File: config.mk
export PLATFORM = sky130hd
export DESIGN_NAME = usb_boot_keyboard_to_ps2
export DESIGN_NICKNAME = d
export VERILOG_FILES = /design/src/design/ubk_pkg.sv /design/src/design/usb_boot_keyboard_to_ps2.sv /design/src/design/ubk_ctrl.sv /design/src/design/ubk_dp.sv
export SDC_FILE = /design/constraint.sdc
export NUM_CORES = 1
export LEC_CHECK = 0
export ABC_CLOCK_PERIOD_IN_PS = 4800
export BUFFER_PORTS_ARGS = -buffer_cell sky130_fd_sc_hd__buf_2
export CAP_MARGIN = 20
export CELL_PAD_IN_SITES_DETAIL_PLACEMENT = 2
export CELL_PAD_IN_SITES_GLOBAL_PLACEMENT = 2
export CORE_UTILIZATION = 36
export CTS_CLUSTER_DIAMETER = 60
export CTS_CLUSTER_SIZE = 20
export DETAILED_ROUTE_END_ITERATION = 10
export PLACE_DENSITY_LB_ADDON = 0.1
export SYNTH_ARGS = -nofsm -noshare
export SYNTH_HDL_FRONTEND = slang
export SYNTH_SLANG_ARGS = --single-unit
File: constraint.sdc
create_clock -name i_clk -period 4.8 [get_ports i_clk]
set_input_delay 0.96 -clock i_clk [delete_from_list [all_inputs] [get_ports i_clk]]
set_output_delay 0.96 -clock i_clk [all_outputs]
set_load 0.02 [all_outputs]
File: src/design/ubk_pkg.sv
// Types, constants and the scan-code table of the keyboard translator.
package ubk_pkg;

    localparam int KEY_SLOTS = 6;
    localparam int SLOT_W    = $clog2(KEY_SLOTS);
    localparam int POS_W     = $clog2(KEY_SLOTS + 1);
    localparam int TABLE_LEN = 101;
    localparam int ROM_IDX_W = $clog2(TABLE_LEN);

    localparam logic [7:0]  LSHIFT_BIT = 8'h02;
    localparam logic [7:0]  RSHIFT_BIT = 8'h20;
    localparam logic [15:0] SHIFT_CODE = 16'h002A;

    // Usage 100 has no code and reads as zero.
    localparam logic [15:0] SCAN_ROM [TABLE_LEN] = '{
        16'h0000, 16'h0000, 16'h0000, 16'h0000, 16'h001e, 16'h0030, 16'h002e, 16'h0020,
        16'h0012, 16'h0021, 16'h0022, 16'h0023, 16'h0017, 16'h0024, 16'h0025, 16'h0026,
        16'h0032, 16'h0031, 16'h0018, 16'h0019, 16'h0010, 16'h0013, 16'h001f, 16'h0014,
        16'h0016, 16'h002f, 16'h0011, 16'h002d, 16'h0015, 16'h002c, 16'h0002, 16'h0003,
        16'h0004, 16'h0005, 16'h0006, 16'h0007, 16'h0008, 16'h0009, 16'h000a, 16'h000b,
        16'h001c, 16'h0001, 16'h000e, 16'h000f, 16'h0039, 16'h000c, 16'h000d, 16'h001a,
        16'h001b, 16'h002b, 16'h0000, 16'h0027, 16'h0028, 16'h0029, 16'h0033, 16'h0034,
        16'h0035, 16'h003a, 16'h003b, 16'h003c, 16'h003d, 16'h003e, 16'h003f, 16'h0040,
        16'h0041, 16'h0042, 16'h0043, 16'h0044, 16'h0057, 16'h0058, 16'he037, 16'h0046,
        16'he145, 16'he052, 16'he047, 16'he049, 16'he053, 16'he04f, 16'he051, 16'he04d,
        16'he04b, 16'he050, 16'he048, 16'h0045, 16'he035, 16'h0037, 16'h004a, 16'h004e,
        16'he01c, 16'h004f, 16'h0050, 16'h0051, 16'h004b, 16'h004c, 16'h004d, 16'h0047,
        16'h0048, 16'h0049, 16'h0052, 16'h0053, 16'h0000
    };

    // Usages past the end of the table map to code zero.
    function automatic logic [15:0] scan_lookup(input logic [7:0] usage);
        if (usage >= 8'(TABLE_LEN)) begin
            return 16'h0000;
        end
        return SCAN_ROM[usage[ROM_IDX_W-1:0]];
    endfunction

    typedef struct packed {
        logic [7:0] modifier_bits;
        logic [7:0] key_0;
        logic [7:0] key_1;
        logic [7:0] key_2;
        logic [7:0] key_3;
        logic [7:0] key_4;
        logic [7:0] key_5;
    } t_in;

    typedef struct packed {
        logic [15:0] scan_code;
        logic        is_press;
        logic        last_of_run;
    } t_out;

    typedef enum logic [2:0] {
        ST_IDLE,
        ST_MATCH,
        ST_SHIFT,
        ST_PRESS,
        ST_RELEASE,
        ST_COMMIT
    } t_state;

    typedef struct packed {
        logic load;
        logic match_step;
        logic emit_shift;
        logic emit_press;
        logic emit_release;
        logic commit;
    } t_cmd;

    typedef struct packed {
        logic match_done;
        logic shift_change;
        logic any_pend;
        logic more_after;
        logic out_free;
    } t_sts;

endpackage

File: src/design/usb_boot_keyboard_to_ps2.sv
// Top level of the USB boot-keyboard report to PS/2 set-1 scan-code translator.
//
// Each input beat is one boot-keyboard report (modifier byte plus six key usages); the
// block answers with zero to thirteen output beats of PS/2 set-1 events. When the
// combined shift state (bit 1 or bit 5 of the modifier byte) changes, a 0x2A make or
// break comes first. Then every key that was not held in the previous report gets a
// make beat and a break beat with the same code from a 101-entry table; usages past
// the table give code zero. Keys that leave the report give nothing, nor do the other
// modifier bits. The last beat of a report carries last_of_run. The held-key list is
// kept compacted, kept keys first in their old order, then new keys in slot order.
// One report at a time: the input stalls from acceptance until its events are all
// loaded into the output register. Each held key is compared against all six slots
// at once; the sequencer steps through one held entry per cycle while matching, then
// one output beat per cycle while the output is not stalled, and the single output
// register lets the next report be accepted while the final beat still waits
// downstream.
module usb_boot_keyboard_to_ps2
    import ubk_pkg::*;
(
    input  logic i_clk,
    input  logic i_rst_n,
    input  logic i_in_valid,
    output logic o_in_stall,
    input  t_in  i_in_data,
    output logic o_out_valid,
    input  logic i_out_stall,
    output t_out o_out_data
);

    t_cmd w_cmd;
    t_sts w_sts;
    logic w_busy;

    // Sequence the phases of one report.
    ubk_ctrl u_ctrl (
        .i_clk      (i_clk),
        .i_rst_n    (i_rst_n),
        .i_in_valid (i_in_valid),
        .i_sts      (w_sts),
        .o_cmd      (w_cmd),
        .o_busy     (w_busy)
    );

    // Hold the key lists and drive the output register.
    ubk_dp u_dp (
        .i_clk       (i_clk),
        .i_rst_n     (i_rst_n),
        .i_in_data   (i_in_data),
        .i_out_stall (i_out_stall),
        .i_cmd       (w_cmd),
        .o_sts       (w_sts),
        .o_out_valid (o_out_valid),
        .o_out_data  (o_out_data)
    );

    // Stall new reports while one is in flight.
    assign o_in_stall = w_busy;

endmodule

File: src/design/ubk_ctrl.sv
// Sequencer of the keyboard translator: walks match, shift, press and release phases.
module ubk_ctrl
    import ubk_pkg::*;
(
    input  logic i_clk,
    input  logic i_rst_n,
    input  logic i_in_valid,
    input  t_sts i_sts,
    output t_cmd o_cmd,
    output logic o_busy
);

    t_state r_state;
    t_state n_state;

    always_ff @(posedge i_clk) begin
        if (!i_rst_n) begin
            r_state <= ST_IDLE;
        end else begin
            r_state <= n_state;
        end
    end

    always_comb begin
        n_state = r_state;
        o_cmd   = '0;
        unique case (r_state)
            ST_IDLE: begin
                if (i_in_valid) begin
                    o_cmd.load = 1'b1;
                    n_state    = ST_MATCH;
                end
            end
            ST_MATCH: begin
                if (i_sts.match_done) begin
                    n_state = ST_SHIFT;
                end else begin
                    o_cmd.match_step = 1'b1;
                end
            end
            ST_SHIFT: begin
                // Stay until the shift beat is out, then go on to new keys, if any, or commit.
                if (!i_sts.shift_change) begin
                    n_state = i_sts.any_pend ? ST_PRESS : ST_COMMIT;
                end else if (i_sts.out_free) begin
                    o_cmd.emit_shift = 1'b1;
                end
            end
            ST_PRESS: begin
                if (i_sts.out_free) begin
                    o_cmd.emit_press = 1'b1;
                    n_state          = ST_RELEASE;
                end
            end
            ST_RELEASE: begin
                if (i_sts.out_free) begin
                    o_cmd.emit_release = 1'b1;
                    n_state            = i_sts.more_after ? ST_PRESS : ST_COMMIT;
                end
            end
            ST_COMMIT: begin
                o_cmd.commit = 1'b1;
                n_state      = ST_IDLE;
            end
            default: begin
                n_state = ST_IDLE;
            end
        endcase
    end

    assign o_busy = (r_state != ST_IDLE);

endmodule

File: src/design/ubk_dp.sv
// Datapath of the keyboard translator: key lists, shift flag, table lookup and output register.
module ubk_dp
    import ubk_pkg::*;
(
    input  logic i_clk,
    input  logic i_rst_n,
    input  t_in  i_in_data,
    input  logic i_out_stall,
    input  t_cmd i_cmd,
    output t_sts o_sts,
    output logic o_out_valid,
    output t_out o_out_data
);

    logic [7:0]       r_slots [KEY_SLOTS];
    logic [7:0]       r_held  [KEY_SLOTS];
    logic [7:0]       r_next  [KEY_SLOTS];
    logic [7:0]       r_mods;
    logic [POS_W-1:0] r_pos;
    logic [POS_W-1:0] r_hidx;
    logic             r_shift_held;
    logic             r_out_valid;
    t_out             r_out_data;

    logic [7:0]          w_in_keys [KEY_SLOTS];
    logic [7:0]          w_hkey;
    logic [KEY_SLOTS-1:0] w_hit;
    logic [KEY_SLOTS-1:0] w_pend;
    logic [KEY_SLOTS-1:0] w_pend_rest;
    logic [SLOT_W-1:0]   w_hit_idx;
    logic [SLOT_W-1:0]   w_low_idx;
    logic [7:0]          w_low_key;
    logic [15:0]         w_low_code;
    logic                w_shift;
    logic                w_out_free;
    logic                w_emit;

    assign w_in_keys[0] = i_in_data.key_0;
    assign w_in_keys[1] = i_in_data.key_1;
    assign w_in_keys[2] = i_in_data.key_2;
    assign w_in_keys[3] = i_in_data.key_3;
    assign w_in_keys[4] = i_in_data.key_4;
    assign w_in_keys[5] = i_in_data.key_5;

    // Held entry under scan; past the end reads as empty, which ends the scan.
    assign w_hkey = (r_hidx < POS_W'(KEY_SLOTS)) ? r_held[r_hidx[SLOT_W-1:0]] : 8'h00;

    always_comb begin
        w_hit_idx = '0;
        w_low_idx = '0;
        for (int j = KEY_SLOTS - 1; j >= 0; j--) begin
            w_hit[j]  = (r_slots[j] == w_hkey);
            w_pend[j] = (r_slots[j] != 8'h00);
            if (w_hit[j]) begin
                w_hit_idx = SLOT_W'(j);
            end
            if (w_pend[j]) begin
                w_low_idx = SLOT_W'(j);
            end
        end
    end

    assign w_pend_rest = w_pend & (w_pend - 1'b1);
    assign w_low_key   = r_slots[w_low_idx];
    assign w_low_code  = scan_lookup(w_low_key);
    assign w_shift     = |(r_mods & (LSHIFT_BIT | RSHIFT_BIT));
    assign w_out_free  = !r_out_valid || !i_out_stall;
    assign w_emit      = i_cmd.emit_shift || i_cmd.emit_press || i_cmd.emit_release;

    assign o_sts.match_done   = (w_hkey == 8'h00);
    assign o_sts.shift_change = (w_shift != r_shift_held);
    assign o_sts.any_pend     = |w_pend;
    assign o_sts.more_after   = |w_pend_rest;
    assign o_sts.out_free     = w_out_free;

    // Control state.
    always_ff @(posedge i_clk) begin
        if (!i_rst_n) begin
            r_held       <= '{default: 8'h00};
            r_shift_held <= 1'b0;
            r_out_valid  <= 1'b0;
            r_pos        <= '0;
            r_hidx       <= '0;
        end else begin
            if (i_cmd.load) begin
                r_pos  <= '0;
                r_hidx <= '0;
            end
            if (i_cmd.match_step) begin
                r_hidx <= r_hidx + 1'b1;
                if (|w_hit && r_pos < POS_W'(KEY_SLOTS)) begin
                    r_pos <= r_pos + 1'b1;
                end
            end
            if (i_cmd.emit_press && r_pos < POS_W'(KEY_SLOTS)) begin
                r_pos <= r_pos + 1'b1;
            end
            if (i_cmd.emit_shift) begin
                r_shift_held <= w_shift;
            end
            if (i_cmd.commit) begin
                r_held <= r_next;
            end
            if (w_emit) begin
                r_out_valid <= 1'b1;
            end else if (!i_out_stall) begin
                r_out_valid <= 1'b0;
            end
        end
    end

    // Payload.
    always_ff @(posedge i_clk) begin
        if (i_cmd.load) begin
            r_slots <= w_in_keys;
            r_mods  <= i_in_data.modifier_bits;
            r_next  <= '{default: 8'h00};
        end
        if (i_cmd.match_step && |w_hit) begin
            r_slots[w_hit_idx] <= 8'h00;
            if (r_pos < POS_W'(KEY_SLOTS)) begin
                r_next[r_pos[SLOT_W-1:0]] <= w_hkey;
            end
        end
        if (i_cmd.emit_shift) begin
            r_out_data.scan_code   <= SHIFT_CODE;
            r_out_data.is_press    <= w_shift;
            r_out_data.last_of_run <= !(|w_pend);
        end
        if (i_cmd.emit_press) begin
            r_out_data.scan_code   <= w_low_code;
            r_out_data.is_press    <= 1'b1;
            r_out_data.last_of_run <= 1'b0;
            if (r_pos < POS_W'(KEY_SLOTS)) begin
                r_next[r_pos[SLOT_W-1:0]] <= w_low_key;
            end
        end
        if (i_cmd.emit_release) begin
            r_out_data.scan_code   <= w_low_code;
            r_out_data.is_press    <= 1'b0;
            r_out_data.last_of_run <= !(|w_pend_rest);
            r_slots[w_low_idx]     <= 8'h00;
        end
    end

    assign o_out_valid = r_out_valid;
    assign o_out_data  = r_out_data;

endmodule

==> results.yml <==
run_status:
  run_status: "complete, no violations"
sta:
  final_report_max_slew_violation_count: 0
  setup_viol_count_final: 0
  final.min_clock_period_ps: 4360
  achievable-frequency_mhz: 229
  maxSlewHeadroom_pct: 24.9
  timing.final.crit_share_pct: 90.8
  grt_setup_unrepaired: "no"
  worst_slew_pin_slew_ps: 1120
  clock_skew_ps: 20.6
  timing.setup.tns_ps: 0
  hold_violations: 0
final_layout:
  finalNetCount: 1332
  final_common_cell: "sky130_fd_sc_hd__nand2_1"
  drive_above_1_share_pct: 17.8
  areaGrowthSynthToFinish_pct: 14.9
  most-common-layout-cells: "sky130_fd_sc_hd__nand2_1, sky130_fd_sc_hd__dfxtp_1, sky130_fd_sc_hd__a21oi_1, sky130_fd_sc_hd__nor2_1, sky130_fd_sc_hd__buf_2"
  fillCellCount: 2994
  multi_input_logic_area_um2: 5690
  sequential_cell_area_um2: 3480
  n_antenna_cell: 0
placement:
  gp_congestion: 0.867
  half_perimeter_wire_length_of_the_detailed_placement_result_mm: 26.1
  port_buffers: 68
clock_tree:
  clock-sinks: 168
  cts_inserted_buffers: 17
  ctsLongestPathBuffers: 2
  cts_hold_buffers: 0
  cts_post_setup_buffers_inserted: 0
  clkSlewWorstSetupHoldPaths_ps: 90
  clock_latency_ps: 460
  cts_root_buffer: "sky130_fd_sc_hd__clkbuf_16"
  ctsHtreeMaxLevel: 4
  tritoncts: "done"
  cts_resized: 0
power_and_ir_drop:
  power.total_mw: 6.32
  power.density_cell_area_nw_per_um2: 568
  irDropWorstVdd_mv: 0.253
  leakage_nw: 4.03
synthesis:
  synth.yosys.warnings: 0
  synth-seq-cells: 168
  synth_enable_flop_cells: 12
  yosysTopAreaCell: "sky130_fd_sc_hd__dfxtp_1"
  ys_dominant_reg_cell: "sky130_fd_sc_hd__dfxtp_1"
  syn_area_um2: 9680
  synthesized_instance_count: 1196
  ys_types: 84
  synth.top_cells.by_area: "sky130_fd_sc_hd__dfxtp_1, sky130_fd_sc_hd__nand2_1, sky130_fd_sc_hd__a21oi_1"
  synth_async_sr_flop_share_pct: 0
  seq_area_frac_synth_pct: 36.0
  syn-mean-instance-area_um2: 8.09
  post-synth-top-area-fraction_pct: 32.3
critical_path:
  regToRegStartpoint: "u_dp.r_slots[36]"
  critical_path.reg2reg.endpoint: "u_dp.o_out_data[4]"
  crit_type: "reg -> reg"
  crit_path_arrival_time_ps: 4530
  worst_r2r_path_depth: 11
  timing.reg2reg.setup_slack_ps: 440
  cp-startpoint: "u_dp.r_slots[36]"
  crit_path_start_kind: "flip-flop"
  worstSetupEndpointType: "flip-flop"
  worst-endpoint-required_ps: 4970
  critical_path.max_fanout: 18
hold_path:
  hold-path-cell-count: 2
  worstHoldStart: "u_dp.r_next[27]"
  holdCritPathClass: "reg -> reg"
  endpoint_with_the_worst_hold_slack: "u_dp.r_held[27]"
run:
  drv.max_cap_violation_count: 0
route:
  vias_after_detailed_routing: 9313
  average_detailed_routed_wire_length_per_instance_um: 23.2
  remaining_drc_errors: 0
  wire_length_after_detailed_routing_mm: 37.2
  dr_wl_met3_mm: 1.12
  detail_route.first_pass.iterations: 5
  drtAntennaViolNets: 0
  initialDrtViolationCount: 510
  uppermost_metal_layer_occupied_by_signal_nets: "met4"
  wl_met2_mm: 18.6
  via_per_inst: 5.81
  detail_route.wirelength.met1_mm: 16.5
grt:
  remaining_global_route_overflow: 0
  groute.usage.overall_pct: 27.7
  grt_pass1_wl_mm: 58.9
  grt_pass1_vias: 10100
  grt_max_degree: 70
  number_of_antenna_violations_at_the_first_check_in_global_routing: 0
die:
  die_x_um: 166
  pin_count: 80
  core_area_um2: 26200
  floorplan.die.height_um: 166
  die_outline_area_um2: 27500
  floorplan.initialDensity_pct: 36.9
  placementRows: 59
registers in the layout, summed over array words and instances (netlist names), 2 cells and up:
signal	flops
u_dp.r_hidx	3
u_dp.r_next	48
u_dp.r_mods	2
u_ctrl.r_state	3
u_dp.r_pos	3
u_dp.r_slots	48
u_dp.o_out_data	11
u_dp.r_held	48
per-stage QoR:
stage                     setup WS, ps  area [um^2]  instances  hold slack [ps]  utilization [%]
after CTS                          354        11100       1601              465             42.4
after detailed placement           445        10500       1569              458             40.0
final                              439        11100       1602              460             42.4
after floorplan                    968         9690       1200              440                -
after global placement             538        10500       1569              449             40.0
after global routing               228        11100       1602              494             42.4
worst max-delay path by stage:
stage	end	slack [ps]	cells past startpoint
after floorplan	u_dp.o_out_data[5]	970	14
after global placement	u_dp.o_out_data[7]	540	10
after detailed placement	u_dp.o_out_data[7]	440	10
after CTS	u_dp.o_out_data[3]	350	12
after global routing	u_dp.r_next[31]	230	12
final	u_dp.o_out_data[4]	440	11
power breakdown:
part / leakage [nW] / switching [mW] / total [mW] / internal, mW
Combinational: 2.35 / 1.79 / 2.81 / 1.02
Sequential: 1.38 / 0.348 / 2.05 / 1.70
Clock: 0.301 / 0.740 / 1.46 / 0.718
Total: 4.03 / 2.88 / 6.32 / 3.44
metal layers:
metal	GRT usage (%)	vias to the layer above
li1	-	4345
met3	3.57	61
met5	0	-
met2	48.8	183
met4	9.87	0
met1	34.6	4724
kinds of logic after synthesis:
kind of cell    share of synthesized area, %
simple gates                            21.1
compound gates                          23.7
flops                                   36.0
buf+inv                                 5.59
mux                                     6.66
xor+xnor                                4.43
fa+ha+maj                               2.43
other cells                           0.0388
worst max-delay path, cell delays in order (launching register included):
cell and delay, ps:
sky130_fd_sc_hd__dfxtp_1 380, sky130_fd_sc_hd__or4_1 610, sky130_fd_sc_hd__or4_1 610, sky130_fd_sc_hd__or3_1 500, sky130_fd_sc_hd__buf_4 220, sky130_fd_sc_hd__o211ai_2 250
sky130_fd_sc_hd__buf_4 290, sky130_fd_sc_hd__buf_4 300, sky130_fd_sc_hd__nor2_1 100, sky130_fd_sc_hd__a21o_1 170, sky130_fd_sc_hd__a2111oi_0 470, sky130_fd_sc_hd__o22ai_1 180
cell usage after synthesis, types with 9 or more instances:
library cell / instances
sky130_fd_sc_hd__o21a_1: 11
sky130_fd_sc_hd__or4_1: 12
sky130_fd_sc_hd__a311oi_1: 16
sky130_fd_sc_hd__nor4_1: 18
sky130_fd_sc_hd__nor3_1: 13
sky130_fd_sc_hd__nor2_1: 81
sky130_fd_sc_hd__nand2_1: 284
sky130_fd_sc_hd__mux2i_1: 18
sky130_fd_sc_hd__a31oi_1: 14
sky130_fd_sc_hd__buf_4: 15
sky130_fd_sc_hd__a21oi_1: 97
sky130_fd_sc_hd__clkbuf_1: 57
sky130_fd_sc_hd__a211oi_1: 10
sky130_fd_sc_hd__o21ai_1: 11
sky130_fd_sc_hd__dfxtp_1: 156
sky130_fd_sc_hd__buf_2: 17
sky130_fd_sc_hd__nand3_1: 20
sky130_fd_sc_hd__a21boi_0: 50
sky130_fd_sc_hd__edfxtp_1: 12
sky130_fd_sc_hd__mux2_2: 16
sky130_fd_sc_hd__inv_1: 9
sky130_fd_sc_hd__o211ai_1: 11
sky130_fd_sc_hd__xnor2_1: 49
sky130_fd_sc_hd__ha_1: 18
sky130_fd_sc_hd__o21ai_0: 28
final cells by class:
type                       count  area share (%)
multi-input combinational    921            51.2
sequential                   168            31.3
timing repair buffer         132            7.58
clock buffer                  17            3.82
tap                          335            3.77
clock inverter                15            1.83
inverter                      14           0.484
Note: power is estimated with default switching activity, not from simulation.
